[src/hdl/bwspt_pkg.sv]
// Shared types and constants for the bus wait-state and prefetch timer.
package bwspt_pkg;

  localparam int unsigned OP_W     = 3;
  localparam int unsigned ADDR_W   = 32;
  localparam int unsigned PAGE_W   = 4;
  localparam int unsigned PAGE_LSB = 24;
  localparam int unsigned WAIT_W   = 4;
  localparam int unsigned TBL_W    = WAIT_W << PAGE_W;
  localparam int unsigned COUNT_W  = 32;
  localparam int unsigned CFG_IDX_W = 8;

  localparam int unsigned OP_SEQ_BIT  = 0;
  localparam int unsigned OP_WIDE_BIT = 1;
  localparam int unsigned OP_CODE_BIT = 2;

  localparam int unsigned IN_TDATA_W  = 40;
  localparam int unsigned OUT_TDATA_W = 8;

  localparam logic [PAGE_W-1:0] PF_PAGE_LO = 4'h2;
  localparam logic [PAGE_W-1:0] PF_PAGE_HI = 4'h7;
  localparam logic [PAGE_W-1:0] GP_PAGE_LO = 4'h8;
  localparam logic [PAGE_W-1:0] GP_PAGE_HI = 4'hD;
  localparam logic [COUNT_W-1:0] LOW_BYTE_MAX = 32'h0000_00FF;

  localparam logic [CFG_IDX_W-1:0] REG_WAIT_NONSEQ16 = 8'd0;
  localparam logic [CFG_IDX_W-1:0] REG_WAIT_NONSEQ32 = 8'd1;
  localparam logic [CFG_IDX_W-1:0] REG_WAIT_SEQ16    = 8'd2;
  localparam logic [CFG_IDX_W-1:0] REG_WAIT_SEQ32    = 8'd3;

  typedef struct packed {
    logic [COUNT_W-1:0] count;
    logic               flag;
  } pf_state_t;

  typedef struct packed {
    logic [TBL_W-1:0] nonseq16;
    logic [TBL_W-1:0] nonseq32;
    logic [TBL_W-1:0] seq16;
    logic [TBL_W-1:0] seq32;
  } wait_tbl_t;

endpackage

[src/hdl/bwspt_step.sv]
// Per-access wait lookup and prefetch buffer next-state logic.
module bwspt_step (
  input  logic [bwspt_pkg::OP_W-1:0]   op_i,
  input  logic [bwspt_pkg::PAGE_W-1:0] page_i,
  input  logic                         pset_i,
  input  bwspt_pkg::wait_tbl_t         tbl_i,
  input  bwspt_pkg::pf_state_t         state_i,
  output bwspt_pkg::pf_state_t         state_o,
  output logic [bwspt_pkg::WAIT_W-1:0] wait_o
);

  logic                         code, wide, seq, gamepak, flag;
  logic [bwspt_pkg::WAIT_W-1:0] w, w_ns16, w_ns32, w_s16, w_s32, sh;
  logic [bwspt_pkg::COUNT_W-1:0] cnt, drop1, drop2, grown;

  assign code = op_i[bwspt_pkg::OP_CODE_BIT];
  assign wide = op_i[bwspt_pkg::OP_WIDE_BIT];
  assign seq  = op_i[bwspt_pkg::OP_SEQ_BIT];
  assign gamepak = (page_i >= bwspt_pkg::GP_PAGE_LO) && (page_i <= bwspt_pkg::GP_PAGE_HI);
  assign flag = state_i.flag | pset_i;
  assign cnt  = state_i.count;

  assign w_ns16 = tbl_i.nonseq16[page_i*bwspt_pkg::WAIT_W +: bwspt_pkg::WAIT_W];
  assign w_ns32 = tbl_i.nonseq32[page_i*bwspt_pkg::WAIT_W +: bwspt_pkg::WAIT_W];
  assign w_s16  = tbl_i.seq16[page_i*bwspt_pkg::WAIT_W +: bwspt_pkg::WAIT_W];
  assign w_s32  = tbl_i.seq32[page_i*bwspt_pkg::WAIT_W +: bwspt_pkg::WAIT_W];

  assign w  = seq ? (wide ? w_s32 : w_s16) : (wide ? w_ns32 : w_ns16);
  assign sh = (w == '0) ? bwspt_pkg::WAIT_W'(1) : w;

  assign drop1 = {cnt[bwspt_pkg::COUNT_W-1:8], 1'b0, cnt[7:1]};
  assign drop2 = {cnt[bwspt_pkg::COUNT_W-1:8], 2'b00, cnt[7:2]};
  assign grown = ((cnt + bwspt_pkg::COUNT_W'(1)) << sh) - bwspt_pkg::COUNT_W'(1);

  always_comb begin
    state_o.count = cnt;
    state_o.flag  = flag;
    wait_o        = w;
    if (!code) begin
      if (page_i inside {[bwspt_pkg::PF_PAGE_LO:bwspt_pkg::PF_PAGE_HI]}) begin
        if (flag) begin
          state_o.count = grown;
        end
      end else begin
        state_o.count = '0;
        state_o.flag  = 1'b0;
      end
    end else if (!gamepak) begin
      if (!(seq && wide)) begin
        state_o.count = '0;
      end
    end else if (!seq) begin
      if (cnt[0]) begin
        if (cnt[1]) begin
          state_o.count = drop2;
          wait_o        = '0;
        end else begin
          state_o.count = drop1;
          wait_o        = (w_s16 == '0) ? '0 : w_s16 - bwspt_pkg::WAIT_W'(1);
        end
      end else begin
        state_o.count = '0;
      end
    end else if (!wide) begin
      if (cnt[0]) begin
        state_o.count = drop1;
        wait_o        = '0;
      end else if (cnt > bwspt_pkg::LOW_BYTE_MAX) begin
        state_o.count = '0;
        wait_o        = w_ns16;
      end
    end else begin
      if (cnt[0]) begin
        if (cnt[1]) begin
          state_o.count = drop2;
          wait_o        = '0;
        end else begin
          state_o.count = drop1;
          wait_o        = w_s16;
        end
      end else if (cnt > bwspt_pkg::LOW_BYTE_MAX) begin
        state_o.count = '0;
        wait_o        = w_ns32;
      end
    end
  end

endmodule

[src/hdl/bus_wait_state_prefetch_timer_unit.sv]
// Top level: bus wait-state and prefetch timer with stream ports and config port.
// Each accepted word is one bus access; the unit returns one word per access with the
// wait states charged and the prefetch flag after it. One access is taken every cycle
// unless the output is stalled. Each access passes through an input register, then the
// table lookup and prefetch count update that feed the output register. The prefetch
// count and flag advance as each access moves into the output register, so
// back-to-back accesses see each other's effects in order. The config port is always
// ready; write it only while no access is in flight.
module bus_wait_state_prefetch_timer_unit (
  input  logic                              clk_i,
  input  logic                              rst_ni,
  input  logic                              s_axis_tvalid,
  output logic                              s_axis_tready,
  // [2:0] operation, [34:3] address, [35] prefetch_set, [39:36] zero
  input  logic [bwspt_pkg::IN_TDATA_W-1:0]  s_axis_tdata,
  output logic                              m_axis_tvalid,
  input  logic                              m_axis_tready,
  // [3:0] wait_cycles, [4] prefetch_active, [7:5] zero
  output logic [bwspt_pkg::OUT_TDATA_W-1:0] m_axis_tdata,
  input  logic                              cfg_valid_i,
  output logic                              cfg_ready_o,
  input  logic [bwspt_pkg::CFG_IDX_W-1:0]   cfg_index_i,
  input  logic [bwspt_pkg::TBL_W-1:0]       cfg_data_i
);

  bwspt_pkg::wait_tbl_t tbl_q;
  bwspt_pkg::pf_state_t state_q, state_d;

  logic                          s1_valid_q;
  logic [bwspt_pkg::OP_W-1:0]    s1_op_q;
  logic [bwspt_pkg::PAGE_W-1:0]  s1_page_q;
  logic                          s1_pset_q;
  logic                          out_valid_q;
  logic [bwspt_pkg::WAIT_W-1:0]  out_wait_q, wait_d;
  logic                          out_act_q;
  logic                          out_en, s1_adv, in_fire;

  assign cfg_ready_o   = 1'b1;
  assign out_en        = !out_valid_q || m_axis_tready;
  assign s1_adv        = s1_valid_q && out_en;
  assign s_axis_tready = !s1_valid_q || out_en;
  assign in_fire       = s_axis_tvalid && s_axis_tready;

  always_ff @(posedge clk_i or negedge rst_ni) begin
    if (!rst_ni) begin
      tbl_q <= '0;
    end else if (cfg_valid_i) begin
      case (cfg_index_i)
        bwspt_pkg::REG_WAIT_NONSEQ16: tbl_q.nonseq16 <= cfg_data_i;
        bwspt_pkg::REG_WAIT_NONSEQ32: tbl_q.nonseq32 <= cfg_data_i;
        bwspt_pkg::REG_WAIT_SEQ16:    tbl_q.seq16    <= cfg_data_i;
        bwspt_pkg::REG_WAIT_SEQ32:    tbl_q.seq32    <= cfg_data_i;
        default: ;
      endcase
    end
  end

  always_ff @(posedge clk_i or negedge rst_ni) begin
    if (!rst_ni) begin
      s1_valid_q  <= 1'b0;
      out_valid_q <= 1'b0;
      state_q     <= '0;
    end else begin
      if (s_axis_tready) begin
        s1_valid_q <= s_axis_tvalid;
      end
      if (out_en) begin
        out_valid_q <= s1_valid_q;
      end
      if (s1_adv) begin
        state_q <= state_d;
      end
    end
  end

  always_ff @(posedge clk_i) begin
    if (in_fire) begin
      s1_op_q   <= s_axis_tdata[bwspt_pkg::OP_W-1:0];
      s1_page_q <= s_axis_tdata[bwspt_pkg::OP_W+bwspt_pkg::PAGE_LSB +: bwspt_pkg::PAGE_W];
      s1_pset_q <= s_axis_tdata[bwspt_pkg::OP_W+bwspt_pkg::ADDR_W];
    end
    if (s1_adv) begin
      out_wait_q <= wait_d;
      out_act_q  <= state_d.flag;
    end
  end

  bwspt_step u_step (
    .op_i    (s1_op_q),
    .page_i  (s1_page_q),
    .pset_i  (s1_pset_q),
    .tbl_i   (tbl_q),
    .state_i (state_q),
    .state_o (state_d),
    .wait_o  (wait_d)
  );

  assign m_axis_tvalid = out_valid_q;
  assign m_axis_tdata  = {3'b000, out_act_q, out_wait_q};

  a_stall_only_when_full: assert property (@(posedge clk_i) disable iff (!rst_ni)
    !s_axis_tready |-> (s1_valid_q && out_valid_q && !m_axis_tready))
    else $error("input stalled with room in the pipeline");

  a_state_holds: assert property (@(posedge clk_i) disable iff (!rst_ni)
    !s1_adv |=> ($stable(state_q.count) && $stable(state_q.flag)))
    else $error("prefetch state changed without an access");

  a_data_other_page_clears: assert property (@(posedge clk_i) disable iff (!rst_ni)
    (s1_adv && !s1_op_q[bwspt_pkg::OP_CODE_BIT] &&
     (s1_page_q < bwspt_pkg::PF_PAGE_LO || s1_page_q > bwspt_pkg::PF_PAGE_HI))
    |=> (!state_q.flag && state_q.count == '0))
    else $error("data access outside prefetch pages left the buffer set");

  a_code_keeps_flag: assert property (@(posedge clk_i) disable iff (!rst_ni)
    (s1_adv && s1_op_q[bwspt_pkg::OP_CODE_BIT] && !s1_pset_q)
    |=> (state_q.flag == $past(state_q.flag)))
    else $error("code access changed the prefetch flag");

endmodule
[config.mk]
export PLATFORM = sky130hd
export DESIGN_NAME = bus_wait_state_prefetch_timer_unit
export DESIGN_NICKNAME = d
export VERILOG_FILES = /design/src/hdl/bwspt_pkg.sv /design/src/hdl/bwspt_step.sv /design/src/hdl/bus_wait_state_prefetch_timer_unit.sv
export SDC_FILE = /design/constraint.sdc
export NUM_CORES = 1
export LEC_CHECK = 0
export ABC_AREA = 1
export BUFFER_PORTS_ARGS = -buffer_cell sky130_fd_sc_hd__buf_2
export CAP_MARGIN = 20
export CORE_ASPECT_RATIO = 0.7
export CORE_MARGIN = 2
export CORE_UTILIZATION = 62
export CTS_BUF_LIST = sky130_fd_sc_hd__clkbuf_4 sky130_fd_sc_hd__clkbuf_8
export DETAILED_ROUTE_END_ITERATION = 8
export GPL_TIMING_DRIVEN = 0
export PLACE_DENSITY = 0.93
export SYNTH_ARGS = -nofsm -noshare
export SYNTH_HDL_FRONTEND = slang
export SYNTH_SLANG_ARGS = --single-unit
[constraint.sdc]
create_clock -name clk_i -period 4.2 [get_ports clk_i]
set_input_delay 0.42 -clock clk_i [delete_from_list [all_inputs] [get_ports clk_i]]
set_output_delay 0.42 -clock clk_i [all_outputs]
set_load 0.05 [all_outputs]
==> impl_metrics.ini <==
[run_status]
run_status = finished, violations left
failed_checks = negative hold slack, negative setup slack

[timing]
maxClockFrequency_mhz = 238
maxSlewHeadroom_pct = 36.0
setup_violations = 1
setup_ws_post_layout_ns = -0.00484
crit_share_post_route_pct = 100
hold_slack_ns = -0.00378
max_slew.worst_pin.slew_ns = 0.956
finalMaxSlewViolations = 0
final_period_minus_worst_setup_slack_ns = 4.20
final-hold-violation-count = 1
skew_final_ns = 0.0406

[worst_setup_path]
timing.critical_path.depth = 27
rr_endpoint = state_q[19]
worstRegToRegCells = 27
critPathCaptureType = flip-flop
critPathMaxStageDelay_ns = 0.34
cp_common_cell = nand2_1
r2r-start = s1_page_q[0]
worst_setup_start_kind = flip-flop
crit_path_required_time_ns = 4.69
critical_path_buf_inv_count = 7
path_class = reg2reg
slowest_stage = edfxtp_1
ff2ff_setup_slack_ns = -0.005
critical_path_peak_fanout = 10
cp_delay_by_family_top = simple AND/OR/NAND/NOR gates
cp.arrival_ns = 4.69

[global_routing]
largest_net_degree_at_the_start_of_global_routing = 127
grt_antenna_before_repair = 1
globalRoute.totalOverflow = 0
globalRouteTotalUtil_pct = 47.8
grt_pass1_wl_um = 106000
number_of_global_route_vias_before_repair = 18200

[routing]
met2_length_um = 27700
avgRoutedWirePerCell_um = 23.7
post_detailed_route_count_of_antenna_violating_nets = 0
drt_drc_violations_left = 0
drt_first_iter_violations = 3885
route.detailed.vias_per_inst = 6.57
route.final.wire_length_um = 73000
num_vias = 20200
routed_length_on_met1_um = 28400
dr.max_layer_used = met4
wl_met3_um = 13700
dr.pass1.iters = 9

[synthesis]
post_synth_fa_ha_maj_area_fraction_pct = 0.287
synth_compound_area_share_pct = 11.7
synthSimpleGateAreaFrac_pct = 34.6
fraction_of_post_synthesis_cell_area_in_the_top_cell_type_by_area_pct = 41.8
multiplexer_fraction_of_the_synthesized_cell_area_pct = 0
yosysUniqueCellTypes = 46
synth_sequential_area_ratio_pct = 44.0
post-synth-top-area-cell = dfrtp_1
synth_top_family_by_area = simple AND/OR/NAND/NOR gates
postSynthRegisterBits = 304
synth.top_cells.by_area = dfrtp_1 (42%), nand2_1 (21%), o21ai_0 (8.2%)
netlist_area_um2 = 17400
avgSynthCellArea_um2 = 6.99
yosys_warnings = 0
syn-instance-count = 2494
post_synthesis_share_of_cell_area_spent_on_xor_and_xnor_gates_pct = 1.46

[placement]
routabilityCongestion = 1.04
detailedPlace.worstSlack_ns = -0.741
io_port_bufs = 91
dp_hpwl_um = 51200

[floorplanning]
floorplan.die.width_um = 204
fp.coreArea_um2 = 27700
initial_utilization_pct = 62.9
floorplan.die.height_um = 144
boundaryPins = 128
core.rowCount = 51
die_area_um2 = 29500

[pwr]
leakage_nw = 10.2
ratio_of_total_power_to_cell_area_nw_per_um2 = 430
finalPower_mw = 8.92
ir_drop_mv = 0.359

[cts]
cts.path.max_buffers = 3
cts_root_buffer = clkbuf_8
clkSlewWorstSetupHoldPaths_ns = 0.07
h-tree-depth = 2
cts.sink_count = 304
cts_made_buffers = 45
cts_tree = built
worst_skew_pair.late_latency_ns = 0.61

[final_layout]
drive_above_1_share_pct = 16.5
layout-area-overhead-vs-synth_pct = 19.2
finish.net_count = 2798

[hold_path]
hold_path_endpoint = s1_page_q[1]
worstHoldPathCells = 1
hp-class = in2reg
min-delay-start = s_axis_tdata[28]

[flow_run]
max-cap-violations = 0
[layer usage]
layer,track usage [%],vias to the layer above
met5,0,-
met4,15.0,0
met3,21.8,337
met2,61.9,1923
met1,70.3,9495
li1,-,8477
[flip-flops by register name (all words and copies together), names as in the netlist]
register,cells
s1_valid_q,1
m_axis_tvalid,1
state_q,33
s1_op_q,3
s1_page_q,4
tbl_q,256
s1_pset_q,1
out_act_q,1
out_wait_q,4
[placed cells by master, fill, tap and decap left out, types with 11 or more instances in the layout]
master    Yosys  routed
nand3_1     275     223
buf_4        20      43
buf_2        28     100
nand2_1     954     908
nor2_4        8      20
nand3_2       2      46
clkbuf_4      0      19
edfxtp_1     13      13
nor4_1       11      11
buf_6         3      19
clkbuf_1     75      62
xor2_1       22      22
o21ai_0     286     284
nand2_2       4      42
clkbuf_8      0      54
nor3_1       17      17
buf_8         0      11
nand4_1      39      39
o21ai_1      14      13
inv_1       180     178
dfrtp_1     291     291
a21oi_1      33      28
nor2_1      117      91
clkbuf_2      0      13
a22oi_1      20      16
nor2_2        5      20
[synthesized netlist by cell type (all sizes together)]
| library cell | instances |
|---|---|
| clkinv | 5 |
| a22oi | 20 |
| nand4 | 39 |
| dfrtp | 291 |
| o31ai | 1 |
| or4 | 1 |
| o21ai | 300 |
| o21bai | 1 |
| o211ai | 1 |
| clkbuf | 75 |
| ha | 4 |
| a31oi | 8 |
| a21boi | 1 |
| a2bb2oi | 1 |
| o32ai | 4 |
| nor3 | 17 |
| o22ai | 8 |
| a21o | 1 |
| nor4 | 11 |
| nand2 | 958 |
| nor4b | 1 |
| a211oi | 1 |
| nand3 | 277 |
| buf | 63 |
| o2111ai | 1 |
| conb | 2 |
| o221ai | 2 |
| nor2 | 130 |
| edfxtp | 13 |
| or2 | 2 |
| nor3b | 1 |
| a32oi | 1 |
| inv | 186 |
| xnor2 | 7 |
| nand3b | 5 |
| xor2 | 22 |
| a21oi | 33 |
[final cells by class]
| type | count | area (um2) |
|---|---|---|
| antenna | 2 | 5.00 |
| buffer | 138 | 911 |
| clock buffer | 69 | 856 |
| clock inverter | 6 | 62.6 |
| fill | 2123 | 6930 |
| inverter | 191 | 741 |
| multi-input combinational | 1865 | 9090 |
| sequential | 304 | 7670 |
| tap | 371 | 464 |
| timing repair buffer | 132 | 962 |
[cells by family (layout without fill, tap and decap cells)]
kind of cell             Yosys count  in the layout
AO/OA/AOI/OAI                    384            384
AND/OR/NAND/NOR                 1442           1443
adder cells (fa/ha/maj)            4              4
other                              2              7
XOR/XNOR                          29             29
buffers and inverters            329            536
flip-flops                       304            304
[metrics by stage]
step | setup TNS, ns | cell area, um2 | cells | utilization (%)
2_1_floorplan | 0 | 17400 | 2497 | -
3_3_place_gp | -715.40 | 18400 | 2959 | 66.3
3_5_place_dp | -13.13 | 18400 | 2961 | 66.5
4_1_cts | 0 | 19600 | 3048 | 70.9
5_1_grt | -0.525 | 20800 | 3077 | 75.0
6_report | -0.00484 | 20800 | 3078 | 75.0
[repair_timing]
item	CTS	global route
hold buffers	2	0
hold endpoints to repair	61	0
setup buffers	10	22
pin swaps	8	51
gates cloned	0	6
setup endpoints to repair	30	23
resized for setup	58	247
[where the power goes]
part / switching, mW / internal, mW / leakage (nW)
clock: 1.23 / 1.35 / 0.492
combinational: 2.07 / 0.896 / 5.54
sequential: 0.210 / 3.15 / 4.12
[how the worst max path moves through the flow]
stage,to,slack [ns],start
CTS,state_q[17],0.008,s1_page_q[1]
detailed placement,state_q[19],-0.74,s1_page_q[1]
floorplan,state_q[17],0.83,s1_page_q[0]
global placement,m_axis_tvalid,-2.46,rst_ni
finish,state_q[19],-0.005,s1_page_q[0]
global route,state_q[23],-0.06,s1_page_q[0]
(Power assumes the default switching activity.)
